==> config.mk <==
export PLATFORM = sky130hd
export DESIGN_NAME = fan_duty_from_max_temperature
export DESIGN_NICKNAME = d
export VERILOG_FILES = /design/src/sv/fdmt_pkg.sv /design/src/sv/fdmt_front.sv /design/src/sv/fdmt_queue.sv /design/src/sv/fdmt_back.sv /design/src/sv/fan_duty_from_max_temperature.sv
export SDC_FILE = /design/constraint.sdc
export NUM_CORES = 1
export LEC_CHECK = 0
export BUFFER_PORTS_ARGS = -buffer_cell sky130_fd_sc_hd__buf_2
export CAP_MARGIN = 40
export CORE_ASPECT_RATIO = 0.6
export CORE_UTILIZATION = 42
export CTS_CLUSTER_SIZE = 30
export DETAILED_ROUTE_END_ITERATION = 8
export PLACE_DENSITY = 0.7
export SYNTH_ARGS = -nofsm -noshare
export SYNTH_HDL_FRONTEND = slang
export SYNTH_SLANG_ARGS = --single-unit
==> constraint.sdc <==
create_clock -name clk -period 4 [get_ports clk]
set_input_delay 0.8 -clock clk [delete_from_list [all_inputs] [get_ports clk]]
set_output_delay 0.8 -clock clk [all_outputs]
set_load 0.01 [all_outputs]
==> src/sv/fdmt_pkg.sv <==
// Shared types and constants for the fan duty from maximum temperature block.
// Used by every module of the block; depends on nothing.
package fdmt_pkg;

    localparam int TEMP_W  = 16;
    localparam int DUTY_W  = 10;
    localparam int QUEUE_DEPTH = 2;
    localparam int QPTR_W  = $clog2(QUEUE_DEPTH);
    localparam int QCNT_W  = $clog2(QUEUE_DEPTH + 1);

    // Interpolation: quotient of 800*span/den, always below 800.
    localparam int QUO_W   = 10;
    localparam int SPAN_W  = 16;
    localparam int DIVD_W  = SPAN_W + QUO_W;
    localparam int DIV_STEPS = QUO_W;
    localparam int STEP_W  = $clog2(DIV_STEPS);

    localparam logic signed [TEMP_W-1:0] TEMP_FLOOR = -16'sd4368;
    localparam logic signed [TEMP_W-1:0] LOW_RESET  = 16'sd640;
    localparam logic signed [TEMP_W-1:0] HIGH_RESET = 16'sd1280;
    localparam logic [DUTY_W-1:0] DUTY_MIN  = 10'd200;
    localparam logic [DUTY_W-1:0] DUTY_MAX  = 10'd1000;
    localparam logic [DUTY_W-1:0] DUTY_SPAN = 10'd800;

    typedef enum logic [0:0] {
        REG_TEMP_LOW  = 1'b0,
        REG_TEMP_HIGH = 1'b1
    } cfg_reg_t;

    typedef struct packed {
        logic signed [TEMP_W-1:0] temperature;
        logic                     frame_last;
    } sample_t;

    typedef struct packed {
        logic        [DUTY_W-1:0] duty_permille;
        logic signed [TEMP_W-1:0] max_temperature;
    } result_t;

    // One frame maximum moving between front, queue and back.
    typedef struct packed {
        logic                     valid;
        logic signed [TEMP_W-1:0] peak;
    } frame_max_t;

endpackage

==> src/sv/fdmt_front.sv <==
// Front part: accepts temperature samples and keeps the running frame maximum.
// Depends on fdmt_pkg; pushes each finished frame maximum toward the queue.
module fdmt_front
    import fdmt_pkg::*;
(
    input  logic       clk,
    input  logic       rst_n,
    input  logic       sample_valid,
    input  logic       sample_stall,
    input  sample_t    sample,
    output frame_max_t push
);

    logic signed [TEMP_W-1:0] running_max_reg;
    logic signed [TEMP_W-1:0] running_max_next;
    logic signed [TEMP_W-1:0] frame_max;
    logic                     accept;

    assign accept    = sample_valid && !sample_stall;
    assign frame_max = (sample.temperature > running_max_reg) ? sample.temperature
                                                              : running_max_reg;

    always_comb
    begin
        running_max_next = running_max_reg;
        if (accept)
        begin
            // restart the maximum after the last sample of a frame
            running_max_next = sample.frame_last ? TEMP_FLOOR : frame_max;
        end
    end

    assign push.valid = accept && sample.frame_last;
    assign push.peak  = frame_max;

    always_ff @(posedge clk or negedge rst_n)
    begin
        if (!rst_n)
        begin
            running_max_reg <= TEMP_FLOOR;
        end
        else
        begin
            running_max_reg <= running_max_next;
        end
    end

endmodule

==> src/sv/fdmt_queue.sv <==
// Short queue of frame maxima between the front and back parts.
// Depends on fdmt_pkg.
module fdmt_queue
    import fdmt_pkg::*;
(
    input  logic       clk,
    input  logic       rst_n,
    input  frame_max_t push,
    input  logic       pop,
    output frame_max_t head,
    output logic       full
);

    logic signed [TEMP_W-1:0] entry_reg [QUEUE_DEPTH];
    logic [QPTR_W-1:0] wr_ptr_reg;
    logic [QPTR_W-1:0] wr_ptr_next;
    logic [QPTR_W-1:0] rd_ptr_reg;
    logic [QPTR_W-1:0] rd_ptr_next;
    logic [QCNT_W-1:0] count_reg;
    logic [QCNT_W-1:0] count_next;
    logic              do_push;
    logic              do_pop;

    assign full     = (count_reg == QCNT_W'(QUEUE_DEPTH));
    assign do_push  = push.valid && !full;
    assign do_pop   = pop && (count_reg != '0);
    assign head.valid = (count_reg != '0);
    assign head.peak  = entry_reg[rd_ptr_reg];

    always_comb
    begin
        wr_ptr_next = wr_ptr_reg;
        rd_ptr_next = rd_ptr_reg;
        count_next  = count_reg;
        if (do_push)
        begin
            wr_ptr_next = (wr_ptr_reg == QPTR_W'(QUEUE_DEPTH - 1)) ? '0
                                                                   : wr_ptr_reg + 1'b1;
        end
        if (do_pop)
        begin
            rd_ptr_next = (rd_ptr_reg == QPTR_W'(QUEUE_DEPTH - 1)) ? '0
                                                                   : rd_ptr_reg + 1'b1;
        end
        if (do_push && !do_pop)
        begin
            count_next = count_reg + 1'b1;
        end
        else if (do_pop && !do_push)
        begin
            count_next = count_reg - 1'b1;
        end
    end

    always_ff @(posedge clk)
    begin
        if (do_push)
        begin
            entry_reg[wr_ptr_reg] <= push.peak;
        end
    end

    always_ff @(posedge clk or negedge rst_n)
    begin
        if (!rst_n)
        begin
            wr_ptr_reg <= '0;
            rd_ptr_reg <= '0;
            count_reg  <= '0;
        end
        else
        begin
            wr_ptr_reg <= wr_ptr_next;
            rd_ptr_reg <= rd_ptr_next;
            count_reg  <= count_next;
        end
    end

    a_no_overflow: assert property (@(posedge clk) disable iff (!rst_n)
        count_reg <= QCNT_W'(QUEUE_DEPTH))
        else $error("queue count above depth");

    a_push_not_lost: assert property (@(posedge clk) disable iff (!rst_n)
        push.valid |-> !full)
        else $error("frame maximum pushed into full queue");

endmodule

==> src/sv/fdmt_back.sv <==
// Back part: turns a frame maximum into a duty cycle and holds the result item.
// Depends on fdmt_pkg; interpolates with a restoring divider, one bit per cycle.
module fdmt_back
    import fdmt_pkg::*;
(
    input  logic                     clk,
    input  logic                     rst_n,
    input  frame_max_t               head,
    output logic                     pop,
    input  logic signed [TEMP_W-1:0] temp_low,
    input  logic signed [TEMP_W-1:0] temp_high,
    output logic                     result_valid,
    input  logic                     result_stall,
    output result_t                  result
);

    typedef enum logic [3:0] {
        ST_IDLE = 4'b0001,
        ST_MUL  = 4'b0010,
        ST_DIV  = 4'b0100,
        ST_DONE = 4'b1000
    } back_state_t;

    back_state_t              state_reg;
    back_state_t              state_next;
    logic signed [TEMP_W-1:0] max_reg;
    logic signed [TEMP_W-1:0] max_next;
    logic [SPAN_W-1:0]        num_reg;
    logic [SPAN_W-1:0]        num_next;
    logic [SPAN_W-1:0]        den_reg;
    logic [SPAN_W-1:0]        den_next;
    logic [DIVD_W-1:0]        dividend_reg;
    logic [DIVD_W-1:0]        dividend_next;
    logic [DIVD_W-1:0]        divisor_reg;
    logic [DIVD_W-1:0]        divisor_next;
    logic [QUO_W-1:0]         quo_reg;
    logic [QUO_W-1:0]         quo_next;
    logic [STEP_W-1:0]        step_reg;
    logic [STEP_W-1:0]        step_next;
    logic [DUTY_W-1:0]        duty_reg;
    logic [DUTY_W-1:0]        duty_next;
    logic                     out_valid_reg;
    logic                     out_valid_next;
    result_t                  out_reg;
    result_t                  out_next;
    logic signed [TEMP_W:0]   num_wide;
    logic signed [TEMP_W:0]   den_wide;
    logic                     fits;
    logic                     out_free;

    assign num_wide = {head.peak[TEMP_W-1], head.peak} - {temp_low[TEMP_W-1], temp_low};
    assign den_wide = {temp_high[TEMP_W-1], temp_high} - {temp_low[TEMP_W-1], temp_low};
    assign fits     = (dividend_reg >= divisor_reg);
    assign out_free = !out_valid_reg || !result_stall;
    assign pop      = (state_reg == ST_IDLE) && head.valid;

    always_comb
    begin
        state_next     = state_reg;
        max_next       = max_reg;
        num_next       = num_reg;
        den_next       = den_reg;
        dividend_next  = dividend_reg;
        divisor_next   = divisor_reg;
        quo_next       = quo_reg;
        step_next      = step_reg;
        duty_next      = duty_reg;
        out_valid_next = out_valid_reg && result_stall;
        out_next       = out_reg;
        unique case (state_reg)
            ST_IDLE:
            begin
                if (head.valid)
                begin
                    max_next = head.peak;
                    num_next = num_wide[SPAN_W-1:0];
                    den_next = den_wide[SPAN_W-1:0];
                    priority if (head.peak <= temp_low)
                    begin
                        duty_next  = DUTY_MIN;
                        state_next = ST_DONE;
                    end
                    else if (head.peak >= temp_high)
                    begin
                        duty_next  = DUTY_MAX;
                        state_next = ST_DONE;
                    end
                    else
                    begin
                        state_next = ST_MUL;
                    end
                end
            end
            ST_MUL:
            begin
                dividend_next = DIVD_W'(num_reg) * DIVD_W'(DUTY_SPAN);
                divisor_next  = {den_reg, {(QUO_W-1){1'b0}}, 1'b0} >> 1;
                quo_next      = '0;
                step_next     = STEP_W'(DIV_STEPS - 1);
                state_next    = ST_DIV;
            end
            ST_DIV:
            begin
                if (fits)
                begin
                    dividend_next = dividend_reg - divisor_reg;
                end
                divisor_next = divisor_reg >> 1;
                quo_next     = {quo_reg[QUO_W-2:0], fits};
                step_next    = step_reg - 1'b1;
                if (step_reg == '0)
                begin
                    duty_next  = DUTY_MIN + DUTY_W'(quo_next);
                    state_next = ST_DONE;
                end
            end
            ST_DONE:
            begin
                // hold the result until the output register frees up
                if (out_free)
                begin
                    out_next.duty_permille   = duty_reg;
                    out_next.max_temperature = max_reg;
                    out_valid_next           = 1'b1;
                    state_next               = ST_IDLE;
                end
            end
            default:
            begin
                state_next = ST_IDLE;
            end
        endcase
    end

    always_ff @(posedge clk)
    begin
        max_reg      <= max_next;
        num_reg      <= num_next;
        den_reg      <= den_next;
        dividend_reg <= dividend_next;
        divisor_reg  <= divisor_next;
        quo_reg      <= quo_next;
        step_reg     <= step_next;
        duty_reg     <= duty_next;
        out_reg      <= out_next;
    end

    always_ff @(posedge clk or negedge rst_n)
    begin
        if (!rst_n)
        begin
            state_reg     <= ST_IDLE;
            out_valid_reg <= 1'b0;
        end
        else
        begin
            state_reg     <= state_next;
            out_valid_reg <= out_valid_next;
        end
    end

    assign result_valid = out_valid_reg;
    assign result       = out_reg;

    a_duty_range: assert property (@(posedge clk) disable iff (!rst_n)
        out_valid_reg |-> (out_reg.duty_permille >= DUTY_MIN)
                          && (out_reg.duty_permille <= DUTY_MAX))
        else $error("duty outside 200..1000");

    a_div_remainder: assert property (@(posedge clk) disable iff (!rst_n)
        (state_reg == ST_DIV) |-> ({1'b0, dividend_reg} < {divisor_reg, 1'b0}))
        else $error("divider remainder out of bounds");

    a_full_duty: assert property (@(posedge clk) disable iff (!rst_n)
        (out_valid_reg && (out_reg.duty_permille == DUTY_MAX))
            |-> (out_reg.max_temperature >= temp_high))
        else $error("full duty below high threshold");

endmodule

==> src/sv/fan_duty_from_max_temperature.sv <==
// Flow: a frame's last sample pushes its maximum into the queue; the back part
// pops it, clamps the duty to 200 or 1000 or interpolates it with a 10-step
// divider, and registers the result. Samples are taken one per cycle unless the
// 2-entry queue of maxima is full; the back part takes a frame only when idle.
// Reset: running maximum -4368, thresholds 640 and 1280, no result pending.
// Top level; depends on fdmt_pkg, fdmt_front, fdmt_queue and fdmt_back.
module fan_duty_from_max_temperature
    import fdmt_pkg::*;
(
    input  logic              clk,
    input  logic              rst_n,
    input  logic              sample_valid,
    output logic              sample_stall,
    input  sample_t           sample,
    output logic              result_valid,
    input  logic              result_stall,
    output result_t           result,
    input  logic              cfg_valid,
    output logic              cfg_ready,
    input  logic [0:0]        cfg_index,
    input  logic [TEMP_W-1:0] cfg_data
);

    logic signed [TEMP_W-1:0] temp_low_reg;
    logic signed [TEMP_W-1:0] temp_high_reg;
    frame_max_t               push;
    frame_max_t               head;
    logic                     pop;
    logic                     full;

    assign cfg_ready    = 1'b1;
    assign sample_stall = full;

    always_ff @(posedge clk or negedge rst_n)
    begin
        if (!rst_n)
        begin
            temp_low_reg  <= LOW_RESET;
            temp_high_reg <= HIGH_RESET;
        end
        else if (cfg_valid && cfg_ready)
        begin
            unique case (cfg_reg_t'(cfg_index))
                REG_TEMP_LOW:  temp_low_reg  <= cfg_data;
                REG_TEMP_HIGH: temp_high_reg <= cfg_data;
            endcase
        end
    end

    fdmt_front u_front (
        .clk          (clk),
        .rst_n        (rst_n),
        .sample_valid (sample_valid),
        .sample_stall (sample_stall),
        .sample       (sample),
        .push         (push)
    );

    fdmt_queue u_queue (
        .clk   (clk),
        .rst_n (rst_n),
        .push  (push),
        .pop   (pop),
        .head  (head),
        .full  (full)
    );

    fdmt_back u_back (
        .clk          (clk),
        .rst_n        (rst_n),
        .head         (head),
        .pop          (pop),
        .temp_low     (temp_low_reg),
        .temp_high    (temp_high_reg),
        .result_valid (result_valid),
        .result_stall (result_stall),
        .result       (result)
    );

endmodule
[After elaboration in Yosys (flattened, before gate mapping)]
Memory sizes are Yosys's and may differ from the RTL's.
Index checks and enable logic that the tools add are counted.
Word-level totals
  register bits: 206
  memory bits (writable): 32
  bits of input ports: 39
  memories kept: 1
Memories
  u_queue.entry_reg: depth 2, width 16, read ports 1, clocked after Yosys merged registers in 0, wr ports 1, line fdmt_queue.sv:14  | logic signed [TEMP_W-1:0] entry_reg [QUEUE_DEPTH];
Operators by class
  add/subtract/negate cells: 9
  multiply operators: 1
  $lt $le $gt $ge: 4
  equality and inequality tests: 10
  multiplexer cells: 26
  bitwise logic cells: 1
  reductions and logical operators: 26
Operators by type and width (number)
  $pmux 26 s2: 2
  $mux 10: 4
  $mux 16: 2
  $sub 16x16->16: 2
  $ge 26x26->1: 1
  $mux 26: 1
  $sub 26x26->26: 1
  $mul 16x5->21 const B: 1
  $mux 4: 5
  $pmux 10 s2: 1
  $pmux 9 s2: 1
  $ge 16x16->1: 1
  $gt 16x16->1: 1
  $le 16x16->1: 1
  $pmux 4 s4: 1
  $add 8x10->10 const A: 1
  $reduce_and 2->1: 5
  $logic_and 1x1->1: 8
  $ne 2x1->1 const B: 4
  $pmux 4 s2: 1
  $reduce_bool 2->1: 4
  $mux 1: 6
  $logic_not 1->1: 5
  $eq 4x1->1 const B: 1
  15 further kinds: 17

[Longest topological paths before layout]
  word-level depth: 9
  gate-level depth with buffers: 15
  mapped depth without buffers: 15

[Modules after synthesis]
Synthesis repeated with hierarchy kept, for this count alone.
Unflattened totals
  cells, all modules: 1292
  area total of the unflattened synthesis: 14438.8 µm²
By module, submodules not included
  fdmt_back: instances 1, cells an instance 977, area an instance 10202.3 µm², sequential area each 4570.6 µm²
  fdmt_front: instances 1, cells an instance 175, area an instance 1561.5 µm², sequential area each 412.9 µm²
  fdmt_queue: instances 1, cells an instance 69, area an instance 1406.3 µm², sequential area each 1061.0 µm²
  fan_duty_from_max_temperature: instances 1, cells an instance 71, area an instance 1268.7 µm², sequential area each 805.8 µm²

[Worst setup path before layout]
OpenSTA, ideal clock, no wires.
  path kind: register to register
  start point: reg u_back.state_reg[2]
  end point: reg u_back.divisor_reg[0] (enable)
  arrival: 3.499 ns
  data required time: 3.506 ns
  setup slack: 0.008 ns
  cell stages (with the launch flop): 3
  path buffers: 0
  period minus slack after synthesis: 3.992 ns
  cells stage by stage: dfrtp_1 > nand2b_1 > a211oi_1
On the way
  longest elaborated chain between the ends: 2
RTL lines
  start: declaration: line fdmt_back.sv:24  | back_state_t state_reg;
  start signal: assignment: line fdmt_back.sv:157  | state_reg <= state_next;
  $eq 4x2->1 or $eq 4x3->1 (tied branches): line fdmt_back.sv:70  | unique case (state_reg)
  $reduce_bool 2->1 (no source line) (*)
  end signal: assignment: line fdmt_back.sv:141  | divisor_reg <= divisor_next;
  end: declaration: line fdmt_back.sv:34  | logic [DIVD_W-1:0] divisor_reg;
Mark *: on every way between the ends. The rest lies on a longest branch, timed or not.
A chain may end at the register's enable or synchronous reset.

[Final worst setup path]
  start point: reg u_back.dividend_reg[0]
  end point: reg u_back.dividend_reg[24] (enable)
On the way
  longest elaborated chain between the ends: 3
RTL lines
  start: declaration: line fdmt_back.sv:32  | logic [DIVD_W-1:0] dividend_reg;
  start signal: assignment: line fdmt_back.sv:140  | dividend_reg <= dividend_next;
  $ge 26x26->1: line fdmt_back.sv:53  | assign fits = (dividend_reg >= divisor_reg);
  $ne 2x1->1 (no source line)
  $reduce_and 2->1 (no source line)
No other way between the ends.

==> flow_summary.toml <==
[grt]
grtUsageTotal_pct = 18.8
grt_overflow_total = 0
grt_pass1_vias = 9314
grt_pass1_wl_mm = 49.6
grt_max_degree = 75
antenna_found_initial = 1

[setup_path]
worstPathRequired_ps = 4260
worst_ep_arrival_time_ps = 4170
endpoint_kind = "register"
cp_slowest_cell = "o2111ai_1"
cp_max_fo = 26
worstSetupStartpointType = "register"
cp_slowest_stage_delay_ps = 540
path_cells = "inv_1, ha_1, fa_1, nor2b_4, o31ai_4, a211oi_1, or3_4, o21a_1, a221o_1, o2111ai_1, a21oi_1, or2_1, buf_12"
critical_path_class = "reg -> reg"

[final_layout]
antenna_cells = 0
largest_register_ffs = 32
drive_gt1_share_pct = 16.4
area_growth_pct = 14.9
fillCellCount = 2769
nNetsFinal = 1554

[clock_network]
cts_sinks = 237
post-cts-setup-buffer-count = 0
h-tree-depth = 1
clk_latency_ps = 530
cts_tree = "built"
cts_made_buffers = 22
ctsRootBufferMaster = "clkbuf_16"
clockBufferDepth = 3
clk_pin_slew_worst_paths_ps = 70

[drt]
wirelength_mm = 31.2
wire_per_inst_um = 17.4
viasPerCell = 5.40
drc = 0
dr_total_vias = 9659
drt_pass1_iterations = 5
drt_iter0_drc = 944
drtAntennaViolNets = 0

[sta]
maxSlewViolCount = 0
tightest_slew_ps = 867
min_period_over_period_pct = 97.8
max_freq_ghz = 0.256
min_period_ps = 3910
rsz0062_at_grt = "no"
hold_viol = 0
setup_tns_ps = 0
setup_viol = 0
slew_headroom_pct = 42.2
skew_ps = 19.6

[yosys]
synth-edff-count = 180
syn_inst = 1236
yosys_warnings = 0
syn_area_um2 = 13800
synth_top_cell_by_area = "edfxtp_1"
synthDistinctLibCells = 66
syn_nets = 1433
async_flop_share_pct = 24.1
yosysSeqAreaShare_pct = 49.7
ys_ff_latch = 237
yosys-top-cells-area = "edfxtp_1, ha_1, dfrtp_1"
synth_top_area_share_pct = 39.3
synth_area_per_cell_um2 = 11.1
synthFlopType = "edfxtp_1"

[placement]
hpwlAfterDp_mm = 23.8
gp_congestion = 0.946
port_buffers = 66

[outcome]
status = "complete, no violations"

[die]
ios = 68
die_w_um = 236
start_util_pct = 43.4
die_height_um = 142
std_cell_rows = 50
die_area_um2 = 33500
core_area_um2 = 31700

[hold_path]
hp-class = "in -> async"

[run]
drv_cap = 0
==> cell families after synthesis <==
group / count (synthesis) / synth area share [%]
adder cells (fa/ha/maj): 158 / 15.1
AO/OA/AOI/OAI: 269 / 12.6
AND/OR/NAND/NOR: 289 / 10.2
buffers and inverters: 172 / 4.72
XOR/XNOR: 74 / 4.71
flip-flops: 237 / 49.7
other: 1 / 0.0272
multiplexers: 36 / 2.91
==> synth_stat cells (3+ instances only) <==
| library cell | n |
|---|---|
| xnor2_1 | 45 |
| nand2b_1 | 14 |
| inv_1 | 147 |
| clkbuf_1 | 23 |
| and2_1 | 11 |
| mux2_2 | 32 |
| o21ai_0 | 81 |
| a21o_1 | 39 |
| a21oi_1 | 64 |
| nor3_1 | 21 |
| or3_1 | 9 |
| edfxtp_1 | 180 |
| or2_2 | 3 |
| xor2_1 | 29 |
| o2111ai_1 | 3 |
| and4_1 | 6 |
| fa_1 | 14 |
| o41ai_1 | 5 |
| nand4_1 | 12 |
| o311ai_0 | 4 |
| nand3_1 | 10 |
| nor2_1 | 62 |
| ha_1 | 144 |
| nand2_1 | 106 |
| a211oi_1 | 5 |
| a221o_1 | 3 |
| and3_1 | 5 |
| dfstp_2 | 15 |
| o21a_1 | 14 |
| mux2i_1 | 4 |
| a2bb2oi_1 | 5 |
| nand4b_1 | 4 |
| a2111oi_0 | 3 |
| a31oi_1 | 6 |
| dfrtp_1 | 42 |
| o311a_1 | 5 |
| nor2b_1 | 14 |
| o31ai_1 | 4 |
| o21bai_1 | 8 |
| o31a_1 | 3 |
==> cells in the final DEF (no fill, tap or decap), types with 6 or more instances in the layout <==
master,n
edfxtp_1,180
inv_1,146
ha_1,144
nand2_1,106
o21ai_0,81
buf_2,67
nor2_1,62
a21oi_1,61
buf_4,49
xnor2_1,45
dfrtp_1,42
a21o_1,39
mux2_2,32
xor2_1,29
clkbuf_16,26
nor3_1,19
dfstp_2,15
nand2b_1,14
o21a_1,14
fa_1,14
nor2b_1,13
nand4_1,12
and2_1,11
nand3_1,10
o21bai_1,8
or3_1,8
a31oi_1,6
and4_1,6
==> layer usage <==
| layer | routed length (um) | GRT usage [%] | vias up |
|---|---|---|---|
| met2 | 12100 | 25.2 | 255 |
| met4 | 395 | 3.51 | 2 |
| met3 | 2200 | 3.96 | 36 |
| li1 | - | - | 4655 |
| met1 | 16500 | 30.4 | 4711 |
| met5 | 13 | 0 | - |
==> critical path: cells and delay by family, from the launching register on <==
kind / cells / cell delay, ps
AOI/OAI and AO/OA: 6 / 1790
adders and majority gates: 2 / 450
and+or+nand+nor: 3 / 780
DFF: 1 / 350
buffers and inverters: 2 / 240
==> worst paths after layout <==
check,endpoint,startpoint,cells after the start,slack (ps)
worst max register to register,u_back.dividend_reg[24]$_DFFE_PP_,u_back.dividend_reg[0]$_SDFFCE_PN0P_,13,90
min in group clk,u_back.result[23]$_DFFE_PP_,u_back.duty_reg[7]$_SDFFCE_PN1P_,0,420
max in group asynchronous,temp_low_reg[7]$_DFFE_PN1P_,rst_n,2,2720
worst max-delay path,u_back.dividend_reg[24]$_DFFE_PP_,u_back.dividend_reg[0]$_SDFFCE_PN0P_,13,90
worst min-delay path,u_front.running_max_reg[12]$_DFFE_PN0P_,rst_n,1,320
worst min register to register,u_back.result[23]$_DFFE_PP_,u_back.duty_reg[7]$_SDFFCE_PN1P_,0,420
==> final cells by class <==
| class | instances | area, um2 | share of cell area (%) |
|---|---|---|---|
| flip-flops and latches | 237 | 6850 | 43.3 |
| repair buffers | 122 | 810 | 5.12 |
| multi-input cells | 827 | 6340 | 40.1 |
| well taps | 416 | 520 | 3.29 |
| clock inverters | 8 | 43.8 | 0.277 |
| inverters | 147 | 552 | 3.49 |
| clock buffers | 32 | 703 | 4.45 |
==> repair_timing <==
item                       CTS  global route
setup endpoints to repair    0             5
resized for setup            0             6
hold buffers                 0             0
==> per-stage QoR <==
| stage | setup slack, ps | hold slack [ps] | instances | instance area [um2] | utilization [%] |
|---|---|---|---|---|---|
| 3_3_place_gp | -217 | 403 | 1743 | 15000 | 47.2 |
| 4_1_cts | 144 | 333 | 1789 | 15800 | 49.8 |
| 3_5_place_dp | 154 | 405 | 1749 | 15000 | 47.4 |
| 5_1_grt | 8.06 | 368 | 1789 | 15800 | 49.9 |
| 6_report | 89.3 | 325 | 1789 | 15800 | 49.9 |
| 2_1_floorplan | 7.52 | 400 | 1236 | 13800 | - |
Power is left out: the tool's default activity adds up to more than one toggle a clock period on the data nets, which glitch-free logic cannot reach.
